File: src/design/tsss_pkg.sv
`default_nettype none

package tsss_pkg;

  localparam int unsigned NumPos = 8;
  localparam int unsigned PosW   = $clog2(NumPos);
  localparam int unsigned RawW   = 12;
  localparam int unsigned SegW   = 8;

  typedef logic [SegW-1:0]              seg_t;
  typedef logic [NumPos-1:0][SegW-1:0]  seg_set_t;
  typedef logic [PosW-1:0]              pos_t;

  localparam seg_t SegC     = 8'h39;
  localparam seg_t SegMinus = 8'h40;
  localparam seg_t SegDp    = 8'h80;
  localparam seg_t SegBlank = 8'h00;
  localparam pos_t LastPos  = pos_t'(NumPos - 1);

  // scan positions, rightmost first
  localparam pos_t PosGlyph  = 3'd0;
  localparam pos_t PosHundth = 3'd1;
  localparam pos_t PosTenth  = 3'd2;
  localparam pos_t PosUnits  = 3'd3;
  localparam pos_t PosTens   = 3'd4;
  localparam pos_t PosHundr  = 3'd5;
  localparam pos_t PosSign   = 3'd6;
  localparam pos_t PosSpare  = 3'd7;

  function automatic seg_t seg_code(input logic [3:0] d);
    seg_t s;
    case (d)
      4'd0:    s = 8'h3f;
      4'd1:    s = 8'h06;
      4'd2:    s = 8'h5b;
      4'd3:    s = 8'h4f;
      4'd4:    s = 8'h66;
      4'd5:    s = 8'h6d;
      4'd6:    s = 8'h7d;
      4'd7:    s = 8'h07;
      4'd8:    s = 8'h7f;
      4'd9:    s = 8'h6f;
      default: s = SegBlank;
    endcase
    return s;
  endfunction

  // x / 10 by reciprocal, exact for x <= 159
  function automatic logic [3:0] div10(input logic [7:0] x);
    logic [15:0] prod;
    prod = 16'(x) * 16'd205;
    return prod[14:11];
  endfunction

endpackage

`default_nettype wire

File: src/design/temperature_to_seven_segment_scan_top.sv
// Path: an accepted item is registered in the input stage, then loaded into the
// scan registers once the scanner is free; the eight results then follow on
// consecutive cycles. The single result port paces items: a new item is taken
// by the scanner during the last result of the previous one.
// Reset: synchronous, active low; clears the input and scan valid state.
// The receiver cannot stall: out_valid marks each result for one cycle.
`default_nettype none

module temperature_to_seven_segment_scan_top
  import tsss_pkg::*;
(
  input  wire logic                   clk,
  input  wire logic                   rst_n,
  input  wire logic                   start,
  output logic                        busy,
  input  wire logic signed [RawW-1:0] in_raw_temperature,
  output logic                        out_valid,
  output pos_t                        out_digit_position,
  output seg_t                        out_segment_pattern,
  output logic                        out_last_position
);

  logic                   in_valid_r, in_valid_nxt;
  logic signed [RawW-1:0] in_r;
  logic                   accept;
  logic                   load_ok;
  seg_set_t               pats;

  // input stage holds an item until the scanner takes it
  assign busy   = in_valid_r && !load_ok;
  assign accept = start && !busy;

  always_comb begin
    in_valid_nxt = in_valid_r;
    if (accept) begin
      in_valid_nxt = 1'b1;
    end else if (load_ok) begin
      in_valid_nxt = 1'b0;
    end
  end

  always_ff @(posedge clk) begin
    if (!rst_n) begin
      in_valid_r <= 1'b0;
    end else begin
      in_valid_r <= in_valid_nxt;
    end
  end

  always_ff @(posedge clk) begin
    if (accept) begin
      in_r <= in_raw_temperature;
    end
  end

  tsss_digits u_digits (
    .raw  (in_r),
    .pats (pats)
  );

  tsss_scan u_scan (
    .clk                 (clk),
    .rst_n               (rst_n),
    .load_req            (in_valid_r),
    .pats                (pats),
    .load_ok             (load_ok),
    .out_valid           (out_valid),
    .out_digit_position  (out_digit_position),
    .out_segment_pattern (out_segment_pattern),
    .out_last_position   (out_last_position)
  );

endmodule

`default_nettype wire

File: src/design/tsss_digits.sv
`default_nettype none

module tsss_digits
  import tsss_pkg::*;
(
  input  wire logic signed [RawW-1:0] raw,
  output seg_set_t                    pats
);

  logic             neg;
  logic [RawW-1:0]  mag;
  logic [7:0]       int_part;
  logic [3:0]       frac;
  logic [8:0]       frac_sc;
  logic [6:0]       frac_h;
  logic [3:0]       q1, q2, qf;
  logic [7:0]       rem_u, rem_t, rem_f;
  logic [3:0]       d_units, d_tens, d_hundr, d_tenth, d_hundth;

  // v = int_part*100 + round(frac*6.25), so each part splits on its own
  always_comb begin
    neg      = raw[RawW-1];
    mag      = neg ? (RawW'(0) - RawW'(raw)) : RawW'(raw);
    int_part = mag[RawW-1:4];
    frac     = mag[3:0];
    frac_sc  = 9'(frac) * 9'd25 + 9'd2;
    frac_h   = frac_sc[8:2];

    q1       = div10(int_part);
    rem_u    = int_part - 8'(q1) * 8'd10;
    q2       = div10(8'(q1));
    rem_t    = 8'(q1) - 8'(q2) * 8'd10;
    qf       = div10(8'(frac_h));
    rem_f    = 8'(frac_h) - 8'(qf) * 8'd10;

    d_units  = rem_u[3:0];
    d_tens   = rem_t[3:0];
    d_hundr  = q2;
    d_tenth  = qf;
    d_hundth = rem_f[3:0];

    pats            = '0;
    pats[PosGlyph]  = SegC;
    pats[PosHundth] = seg_code(d_hundth);
    pats[PosTenth]  = seg_code(d_tenth);
    pats[PosUnits]  = seg_code(d_units) | SegDp;
    pats[PosTens]   = (int_part >= 8'd10)  ? seg_code(d_tens)  : SegBlank;
    pats[PosHundr]  = (int_part >= 8'd100) ? seg_code(d_hundr) : SegBlank;
    pats[PosSign]   = neg ? SegMinus : SegBlank;
    pats[PosSpare]  = SegBlank;
  end

endmodule

`default_nettype wire

File: src/design/tsss_scan.sv
`default_nettype none

module tsss_scan
  import tsss_pkg::*;
(
  input  wire logic clk,
  input  wire logic rst_n,
  input  wire logic load_req,
  input  seg_set_t  pats,
  output logic      load_ok,
  output logic      out_valid,
  output pos_t      out_digit_position,
  output seg_t      out_segment_pattern,
  output logic      out_last_position
);

  logic     active_r, active_nxt;
  pos_t     pos_r, pos_nxt;
  seg_set_t pat_r;
  logic     load;

  // free again on the final position, so items chain without a gap
  assign load_ok = !active_r || (pos_r == LastPos);
  assign load    = load_req && load_ok;

  always_comb begin
    active_nxt = active_r;
    pos_nxt    = pos_r;
    if (load) begin
      active_nxt = 1'b1;
      pos_nxt    = '0;
    end else if (active_r) begin
      pos_nxt = pos_r + pos_t'(1);
      if (pos_r == LastPos) begin
        active_nxt = 1'b0;
      end
    end
  end

  always_ff @(posedge clk) begin
    if (!rst_n) begin
      active_r <= 1'b0;
      pos_r    <= '0;
    end else begin
      active_r <= active_nxt;
      pos_r    <= pos_nxt;
    end
  end

  always_ff @(posedge clk) begin
    if (load) begin
      pat_r <= pats;
    end
  end

  assign out_valid           = active_r;
  assign out_digit_position  = pos_r;
  assign out_segment_pattern = pat_r[pos_r];
  assign out_last_position   = active_r && (pos_r == LastPos);

endmodule

`default_nettype wire

File: config.mk
export PLATFORM = sky130hd
export DESIGN_NAME = temperature_to_seven_segment_scan_top
export DESIGN_NICKNAME = d
export VERILOG_FILES = /design/src/design/tsss_pkg.sv /design/src/design/temperature_to_seven_segment_scan_top.sv /design/src/design/tsss_digits.sv /design/src/design/tsss_scan.sv
export SDC_FILE = /design/constraint.sdc
export NUM_CORES = 1
export LEC_CHECK = 0
export BUFFER_PORTS_ARGS = -buffer_cell sky130_fd_sc_hd__buf_4
export CELL_PAD_IN_SITES_DETAIL_PLACEMENT = 1
export CELL_PAD_IN_SITES_GLOBAL_PLACEMENT = 1
export CORE_ASPECT_RATIO = 0.9
export CORE_MARGIN = 2
export CORE_UTILIZATION = 50
export DETAILED_ROUTE_END_ITERATION = 7
export GPL_TIMING_DRIVEN = 0
export MAX_ROUTING_LAYER = met4
export PLACE_DENSITY = 0.88
export SLEW_MARGIN = 20
export SYNTH_ARGS = -nofsm -noshare
export SYNTH_HDL_FRONTEND = slang
export SYNTH_HIERARCHICAL = 1
export SYNTH_SLANG_ARGS = --single-unit
File: constraint.sdc
create_clock -name clk -period 24 [get_ports clk]
set_input_delay 4.8 -clock clk [delete_from_list [all_inputs] [get_ports clk]]
set_output_delay 4.8 -clock clk [all_outputs]
set_load 0.1 [all_outputs]
==> qor.txt, run 1 <==
FINAL LAYOUT
----------------------------------------------------------------------------------------
Count of nets after finishing                                                        878
Layout area overhead                                                               12.3%
Share of layout cells above drive strength 1                                       18.1%
Antenna diode count                                                                    0

LOGIC SYNTHESIS
----------------------------------------------------------------------------------------
Cell with the most instances after synthesis                                sky130_fd_sc_hd__ha_1
Fraction of synthesis flops using an asynchronous set or reset pin                    0%
#FFs+latches synth                                                                    81
Main flop type after synthesis                                              sky130_fd_sc_hd__edfxtp_1
Total of warnings raised by yosys                                                      6
Post-Synthesis Cells                                                                 645
Count of flip-flops with a built-in enable after synthesis                            76
Number of unique standard cell types used by synthesis                                74
Fraction of post-synthesis cell area in the top cell type by area                  30.7%
Top cell type by total area after synthesis                                 sky130_fd_sc_hd__edfxtp_1
Post-synthesis instance area                                                  7420 sq um
Cell types with the largest area share after synthesis                      sky130_fd_sc_hd__edfxtp_1 31%, sky130_fd_sc_hd__ha_1 22%, sky130_fd_sc_hd__fa_1 5.4%
Top post-synthesis cells by count                                           131 x sky130_fd_sc_hd__ha_1, 87 x sky130_fd_sc_hd__inv_1, 76 x sky130_fd_sc_hd__edfxtp_1, 37 x sky130_fd_sc_hd__buf_4, 27 x sky130_fd_sc_hd__nand2_1
Proportion of synthesized chip area in sequential cells                            32.1%
Mean instance size in the synthesized netlist                                 11.5 sq um

CLOCK NETWORK
----------------------------------------------------------------------------------------
Clock sink total                                                                      81
Clk slew on worst S/H paths                                                        60 ps
CTS Root Buffer Type                                                        sky130_fd_sc_hd__clkbuf_16
Clock latency on the worst-skew pair                                              340 ps
CTS Buffer Depth                                                                       2
Count of hold buffers inserted by post-cts repair                                      0
Count of buffers added by post-CTS timing repair for setup                             0
Resized Gates After CTS                                                                0
Depth of the CTS H-tree                                                                3
Total CTS buffers                                                                      9
CTS tree                                                                           built

TIMING
----------------------------------------------------------------------------------------
Top achievable clock speed                                                      98.9 MHz
Fin Clk Skew                                                                     5.14 ps
Portion of the clock cycle consumed by the worst path in the final layout          42.1%
Slew Viols, Final                                                                      0
Transition at the pin with the smallest max-transition slack                      908 ps
Setup repair after global routing missed its margin                                false
Final worst path period need                                                    10120 ps
Total Neg Setup Slack                                                               0 ps
Headroom to the max-slew limit                                                     38.7%
Final setup viols                                                                      0
Number of failing hold endpoints at the final stage                                    0

GLOBAL ROUTE
----------------------------------------------------------------------------------------
Largest net degree at the start of global routing                                     57
Grt total ovfl                                                                         0
Wire length of the first global-routing pass                                     28.4 mm
Antenna violations before repair                                                       0
Via count of the first global-routing pass                                          5603
All-layer global routing usage                                                     23.7%

ROUTING
----------------------------------------------------------------------------------------
Routed length on met2                                                            9.62 mm
Highest routing layer actually used                                                 met4
Average detailed-routed wire length per instance                            19.1 microns
Drt via density                                                                     5.42
DRC viols                                                                              0
Number of detailed-route iterations in the first pass                                  4
Overall routed net length                                                        17.5 mm
Via count                                                                           4959
Met1 WL                                                                          7.16 mm
Iteration-0 DRC count of the detailed router                                         171
Count of nets left with antenna violations after detail routing                        0
Detail Route met3 WL                                                         441 microns

DIE
----------------------------------------------------------------------------------------
Number of I/O pins                                                                    29
Die area                                                                     15800 sq um
Number of placement rows                                                              42
Area of the placeable core                                                   14600 sq um
Initial standard-cell utilization of the core                                      50.8%
Die H                                                                        120 microns
Width of the chip                                                            132 microns

WORST SETUP PATH
----------------------------------------------------------------------------------------
Cell with the largest stage delay on the worst path                         sky130_fd_sc_hd__o21ai_0
Worst path max stage delay                                                        610 ps
Dominant cell type by count on the critical path                            sky130_fd_sc_hd__ha_1
Type of element capturing the critical path                                    flip-flop
Arrival time reported for the critical path endpoint                            10240 ps
Worst Path Max Fanout                                                                  9
Setup CP Type                                                                 reg -> reg
Req. time, crit path                                                            24130 ps
R2r setup slk                                                                   13880 ps
Startpoint kind of the worst setup timing path                                 flip-flop

PLACE
----------------------------------------------------------------------------------------
Number of buffers inserted by port buffering                                          28
Final HPWL DP                                                                    14.0 mm
RD Place Congestion                                                                0.888

STATUS
----------------------------------------------------------------------------------------
Result of the run                                                           complete, no violations

WORST HOLD PATH
----------------------------------------------------------------------------------------
Type of the tightest min-delay check                                          reg -> reg

JOB
----------------------------------------------------------------------------------------
Number of max-cap violations                                                           0

## final cells by class
type                    instances  area, sq um
fillers                      1604         6270
plain buffers                  46          337
flip-flops and latches         81         2380
multi-input cells             457         4490
well taps                     198          248
repair buffers                 29          238
inverters                      88          330
clock buffers                  11          233
clock inverters                 5         81.3
## per-stage QoR
step                      setup WS (ps)  std cells  utilization (%)  hold WS, ps  instance area [sq um]
after floorplan                   15650        672                -          504                   7520
after global placement            14840        898             54.6          532                   7980
after detailed placement          14020        899             54.8          628                   8010
after CTS                         13930        915             57.0          651                   8330
after global routing              13380        915             57.1          662                   8340
final                             13880        915             57.1          656                   8340
## routing by layer
layer,vias to the layer above,GRT usage (%)
li1,2379,-
met3,23,3.25
met5,-,-
met2,81,45.2
met1,2476,26.0
met4,0,5.98
## layout by cell type, fill, tap and decap left out, types with 8 or more instances in the layout
cell type	instances
sky130_fd_sc_hd__ha_1	131
sky130_fd_sc_hd__inv_1	87
sky130_fd_sc_hd__edfxtp_1	76
sky130_fd_sc_hd__buf_4	65
sky130_fd_sc_hd__conb_1	29
sky130_fd_sc_hd__nand2_1	27
sky130_fd_sc_hd__xnor2_1	23
sky130_fd_sc_hd__a21oi_1	23
sky130_fd_sc_hd__nor2_1	21
sky130_fd_sc_hd__fa_1	20
sky130_fd_sc_hd__o21ai_0	18
sky130_fd_sc_hd__clkbuf_16	9
sky130_fd_sc_hd__mux2_4	9
sky130_fd_sc_hd__clkbuf_1	8
sky130_fd_sc_hd__nand3_1	8
sky130_fd_sc_hd__mux4_1	8
sky130_fd_sc_hd__mux4_2	8
## path summary, 6_finish.rpt
path,from,end,depth (start not counted)
max,in_r[0],u_scan/pat_r[36],35
min,in_valid_r,u_scan/out_valid,2
max reg2reg,in_r[0],u_scan/pat_r[36],35
min reg2reg,in_valid_r,u_scan/out_valid,2
## flip-flops by register name (all words and copies together) (netlist names)
register / count
in_valid_r: 1
in_r: 12
u_scan/pat_r: 64
u_scan/out_digit_position: 3
u_scan/out_valid: 1
## cells by family (layout without fill, tap and decap cells)
family                     after synthesis  in the layout  share of synthesized area, %
adders and majority gates              151            151                          27.5
buffers and inverters                  134            179                          8.98
AOI/OAI and AO/OA                      104            104                          9.88
and+or+nand+nor                        102            102                          7.53
DFF                                     81             81                          32.1
xor gates and xnor gates                37             37                          5.60
muxes                                   34             34                          8.34
other                                    2             29                         0.101
## critical path, delay by kind of cell, from the launching register on
family | cells | cell delay [ps]
AO/OA/AOI/OAI | 11 | 3250
XOR/XNOR | 4 | 1230
adder cells (fa/ha/maj) | 11 | 3870
AND/OR/NAND/NOR | 4 | 500
flip-flops | 1 | 480
buffers and inverters | 5 | 550
Power of run 1 is not shown: default switching activity piles up to over one toggle a cycle in this logic, so the estimate is an artifact.
==> run 2, diff against run 1 <==
- ABC_AREA: default -> 1
- CORE_UTILIZATION: 50 -> 49
- PLACE_DENSITY: 0.88 -> 0.91
- clock period: 24 -> 9.45 ns (I/O delays scaled with it)
==> run 2 against run 1 <==
Effect of this change:
- setup slack worse by 13000 ps
- synthesized area up 8.9%
- maximum frequency up 24%
- cell area up 7.8%
- cell count up 37%
- first-iteration DRC count up 31%
- sequential share of layout area down 2.1 points
- clock-buffer cell count down 1
- sequential cell count unchanged
- die area up 11%
- critical endpoint is now u_scan/pat_r[37]
- largest cell class unchanged
- highest routed layer unchanged
==> qor.txt, run 2 <==
GLOBAL ROUTE
-----------------------------------------------------------------------------------------------------------------
Antenna violations before repair                                                                                0   unchanged
Grt total ovfl                                                                                                  0   unchanged
Global routing met2 resource utilization                                                                    45.2%   about the same
Via count of the first global-routing pass                                                                   7235   was 5603
All-layer global routing usage                                                                              25.0%   was 23.7%
Met3 Track Usage GR                                                                                         4.03%   was 3.25%
Wire length of the first global-routing pass                                                              34.3 mm   was 28.4 mm
Busiest grt layer                                                                                            met2   unchanged
Largest net degree at the start of global routing                                                              27   was 57
M1 GR Usage                                                                                                 28.3%   was 26.0%

DIE
-----------------------------------------------------------------------------------------------------------------
Die H                                                                                                 126 microns   was 120 microns
Width of the chip                                                                                     139 microns   was 132 microns
Area of the placeable core                                                                            16100 sq um   was 14600 sq um
Initial standard-cell utilization of the core                                                               50.1%   was 50.8%
Number of placement rows                                                                                       44   was 42
Number of I/O pins                                                                                             29   unchanged
Die area                                                                                              17500 sq um   was 15800 sq um

LOGIC SYNTHESIS
-----------------------------------------------------------------------------------------------------------------
Top post-synthesis cells by count                                                                    234 x sky130_fd_sc_hd__nand2_1, 190 x sky130_fd_sc_hd__inv_1, 131 x sky130_fd_sc_hd__ha_1, 76 x sky130_fd_sc_hd__edfxtp_1, 58 x sky130_fd_sc_hd__nand3_1   was 131 x sky130_fd_sc_hd__ha_1, 87 x sky130_fd_sc_hd__inv_1, 76 x sky130_fd_sc_hd__edfxtp_1, 37 x sky130_fd_sc_hd__buf_4, 27 x sky130_fd_sc_hd__nand2_1
Total of warnings raised by yosys                                                                               6   unchanged
Synth Area in Simple Gates                                                                                  24.7%   was 7.53%
Combinational family with the most area after synthesis                                               adder cells   unchanged
Post-Synthesis Cells                                                                                          978   was 645
Number of unique standard cell types used by synthesis                                                         46   was 74
Fraction of post-synthesis cell area in the top cell type by area                                           28.2%   was 30.7%
Post-synthesis instance area                                                                           8080 sq um   was 7420 sq um
Main flop type after synthesis                                                                       sky130_fd_sc_hd__edfxtp_1   unchanged
#FFs+latches synth                                                                                             81   unchanged
Proportion of synthesized chip area in sequential cells                                                     29.5%   was 32.1%
Cell types with the largest area share after synthesis                                               sky130_fd_sc_hd__edfxtp_1 28%, sky130_fd_sc_hd__ha_1 20%, sky130_fd_sc_hd__nand2_1 11%   was sky130_fd_sc_hd__edfxtp_1 31%, sky130_fd_sc_hd__ha_1 22%, sky130_fd_sc_hd__fa_1 5.4%
Xor and xnor fraction of the mapped netlist area                                                            2.04%   was 5.60%
Count of flip-flops with a built-in enable after synthesis                                                     76   unchanged
Fraction of synthesis flops using an asynchronous set or reset pin                                             0%   unchanged
Post-synthesis compound-gate area fraction                                                                  4.74%   was 9.88%
Top cell type by total area after synthesis                                                          sky130_fd_sc_hd__edfxtp_1   unchanged
Proportion of synthesized area in mux cells                                                                    0%   was 8.34%
Mean instance size in the synthesized netlist                                                          8.26 sq um   was 11.5 sq um
Arithmetic-cell share of the synthesized area counting full adders, half adders and majority gates          25.2%   was 27.5%
Cell with the most instances after synthesis                                                         sky130_fd_sc_hd__nand2_1   was sky130_fd_sc_hd__ha_1

PLACE
-----------------------------------------------------------------------------------------------------------------
Total placed instance area                                                                             8710 sq um   was 8010 sq um
RD Place Congestion                                                                                         0.886   was 0.888
Pre-CTS setup slack                                                                                       1050 ps   was 14020 ps
Final HPWL DP                                                                                             16.2 mm   was 14.0 mm
Number of buffers inserted by port buffering                                                                   28   unchanged

ROUTING
-----------------------------------------------------------------------------------------------------------------
Overall routed net length                                                                                 20.0 mm   was 17.5 mm
Number of detailed-route iterations in the first pass                                                           4   unchanged
Count of nets left with antenna violations after detail routing                                                 0   unchanged
DRC viols                                                                                                       0   unchanged
Drt via density                                                                                              5.11   was 5.42
Iteration-0 DRC count of the detailed router                                                                  224   was 171
Via count                                                                                                    6426   was 4959
Average detailed-routed wire length per instance                                                     15.9 microns   was 19.1 microns

FINAL LAYOUT
-----------------------------------------------------------------------------------------------------------------
Count of nets after finishing                                                                                1212   was 878
Final instance area                                                                                    8980 sq um   was 8340 sq um
Share of layout cells above drive strength 1                                                                15.9%   was 18.1%
Number of flip-flops under the largest register name                                                           64   unchanged
Most frequent cells in the layout                                                                    234 x sky130_fd_sc_hd__nand2_1, 190 x sky130_fd_sc_hd__inv_1, 131 x sky130_fd_sc_hd__ha_1   was 131 x sky130_fd_sc_hd__ha_1, 87 x sky130_fd_sc_hd__inv_1, 76 x sky130_fd_sc_hd__edfxtp_1
Layout area overhead                                                                                        11.2%   was 12.3%
Register with the highest flop count                                                                 u_scan/pat_r   unchanged
Antenna diode count                                                                                             0   unchanged
Leading cell type in the layout, fill and taps excluded                                              sky130_fd_sc_hd__nand2_1   was sky130_fd_sc_hd__ha_1

TIMING
-----------------------------------------------------------------------------------------------------------------
Portion of the clock cycle consumed by the worst path in the final layout                                   86.6%   was 42.1%
Top achievable clock speed                                                                                122 MHz   was 98.9 MHz
Setup repair after global routing missed its margin                                                         false   unchanged
Final worst path period need                                                                              8180 ps   was 10120 ps
Number of failing hold endpoints at the final stage                                                             0   unchanged
Total Neg Setup Slack                                                                                        0 ps   unchanged
Final worst setup slack                                                                                   1270 ps   was 13880 ps
Final setup viols                                                                                               0   unchanged
Transition at the pin with the smallest max-transition slack                                               885 ps   was 908 ps
Fin Clk Skew                                                                                              6.27 ps   was 5.14 ps
Headroom to the max-slew limit                                                                              40.8%   was 38.7%
Slew Viols, Final                                                                                               0   unchanged

CLOCK NETWORK
-----------------------------------------------------------------------------------------------------------------
CTS Buffer Depth                                                                                                2   unchanged
Total CTS buffers                                                                                               9   unchanged
Clock sink total                                                                                               81   unchanged
Clock latency on the worst-skew pair                                                                       340 ps   about the same
Count of buffers added by post-CTS timing repair for setup                                                      0   unchanged
Clk slew on worst S/H paths                                                                                 60 ps   about the same
Depth of the CTS H-tree                                                                                         3   unchanged
Resized Gates After CTS                                                                                         0   unchanged
CTS Root Buffer Type                                                                                 sky130_fd_sc_hd__clkbuf_16   unchanged
Count of hold buffers inserted by post-cts repair                                                               0   unchanged
CTS tree                                                                                                    built   unchanged

WORST SETUP PATH
-----------------------------------------------------------------------------------------------------------------
Req. time, crit path                                                                                      9550 ps   was 24130 ps
Setup CP Type                                                                                          reg -> reg   unchanged
Worst Path Max Fanout                                                                                           7   was 9
Dominant cell type by count on the critical path                                                     sky130_fd_sc_hd__inv_1   was sky130_fd_sc_hd__ha_1
Cell with the largest stage delay on the worst path                                                  sky130_fd_sc_hd__fa_1   was sky130_fd_sc_hd__o21ai_0
Type of element capturing the critical path                                                             flip-flop   unchanged
Startpoint kind of the worst setup timing path                                                          flip-flop   unchanged
Arrival time reported for the critical path endpoint                                                      8280 ps   was 10240 ps
Worst path max stage delay                                                                                 540 ps   was 610 ps

WORST HOLD PATH
-----------------------------------------------------------------------------------------------------------------
Type of the tightest min-delay check                                                                   reg -> reg   unchanged

STATUS
-----------------------------------------------------------------------------------------------------------------
Result of the run                                                                                    complete, no violations   unchanged

JOB
-----------------------------------------------------------------------------------------------------------------
Number of max-cap violations                                                                                    0   unchanged

[run 2: cell types whose count changed after synthesis, sizes merged, moves of 16 or more]
cell / previous run / this run
nor2: 21 / 52
inv: 88 / 198
nand2: 28 / 270
mux4: 16 / 0
nand3: 9 / 69
xnor2: 27 / 4
[run 2: logic make-up after synthesis]
logic type                 after synthesis
xor gates and xnor gates                18
and+or+nand+nor                        418
DFF                                     81
buffers and inverters                  244
other                                    2
adders and majority gates              151
AOI/OAI and AO/OA                       64
[run 2: path summary, 6_finish.rpt]
path | start | endpoint | slack, ps | cells after the start
worst max-delay path | in_r[0] | u_scan/pat_r[37] | 1270 | 41
worst min register to register | in_valid_r | u_scan/out_valid | 530 | 1
worst min-delay path | in_valid_r | u_scan/out_valid | 530 | 1
worst max register to register | in_r[0] | u_scan/pat_r[37] | 1270 | 41
[run 2: final cells by class]
cell class | instances | area, sq um
Inverter | 198 | 748
Clock inverter | 6 | 42.5
Timing Repair Buffer | 30 | 258
Clock buffer | 10 | 229
Multi-Input combinational cell | 680 | 4710
Sequential cell | 81 | 2380
Tap cell | 207 | 259
Fill cell | 2013 | 7150
Buffer | 46 | 359
[run 2: layer usage]
metal	part of all wire [%]	wire length [microns]
met5	0	0
met2	52	10500
met3	3.3	661
met4	2.0	394
met1	42	8470
[run 2: critical path, delay by kind of cell, from the launching register on]
kind,cells,cell delay (ps)
DFF,1,420
adders and majority gates,10,3300
xor gates and xnor gates,2,960
AOI/OAI and AO/OA,6,920
buffers and inverters,10,1050
and+or+nand+nor,13,1260
[run 2: metrics by stage]
stage          cells  utilization [%]  hold slack, ps
2_1_floorplan   1005                -             476
3_3_place_gp    1240             53.6             503
3_5_place_dp    1242             54.0             501
4_1_cts         1258             55.7             525
5_1_grt         1258             55.7             555
6_report        1258             55.7             528
Power of run 2 is left out for the same reason.
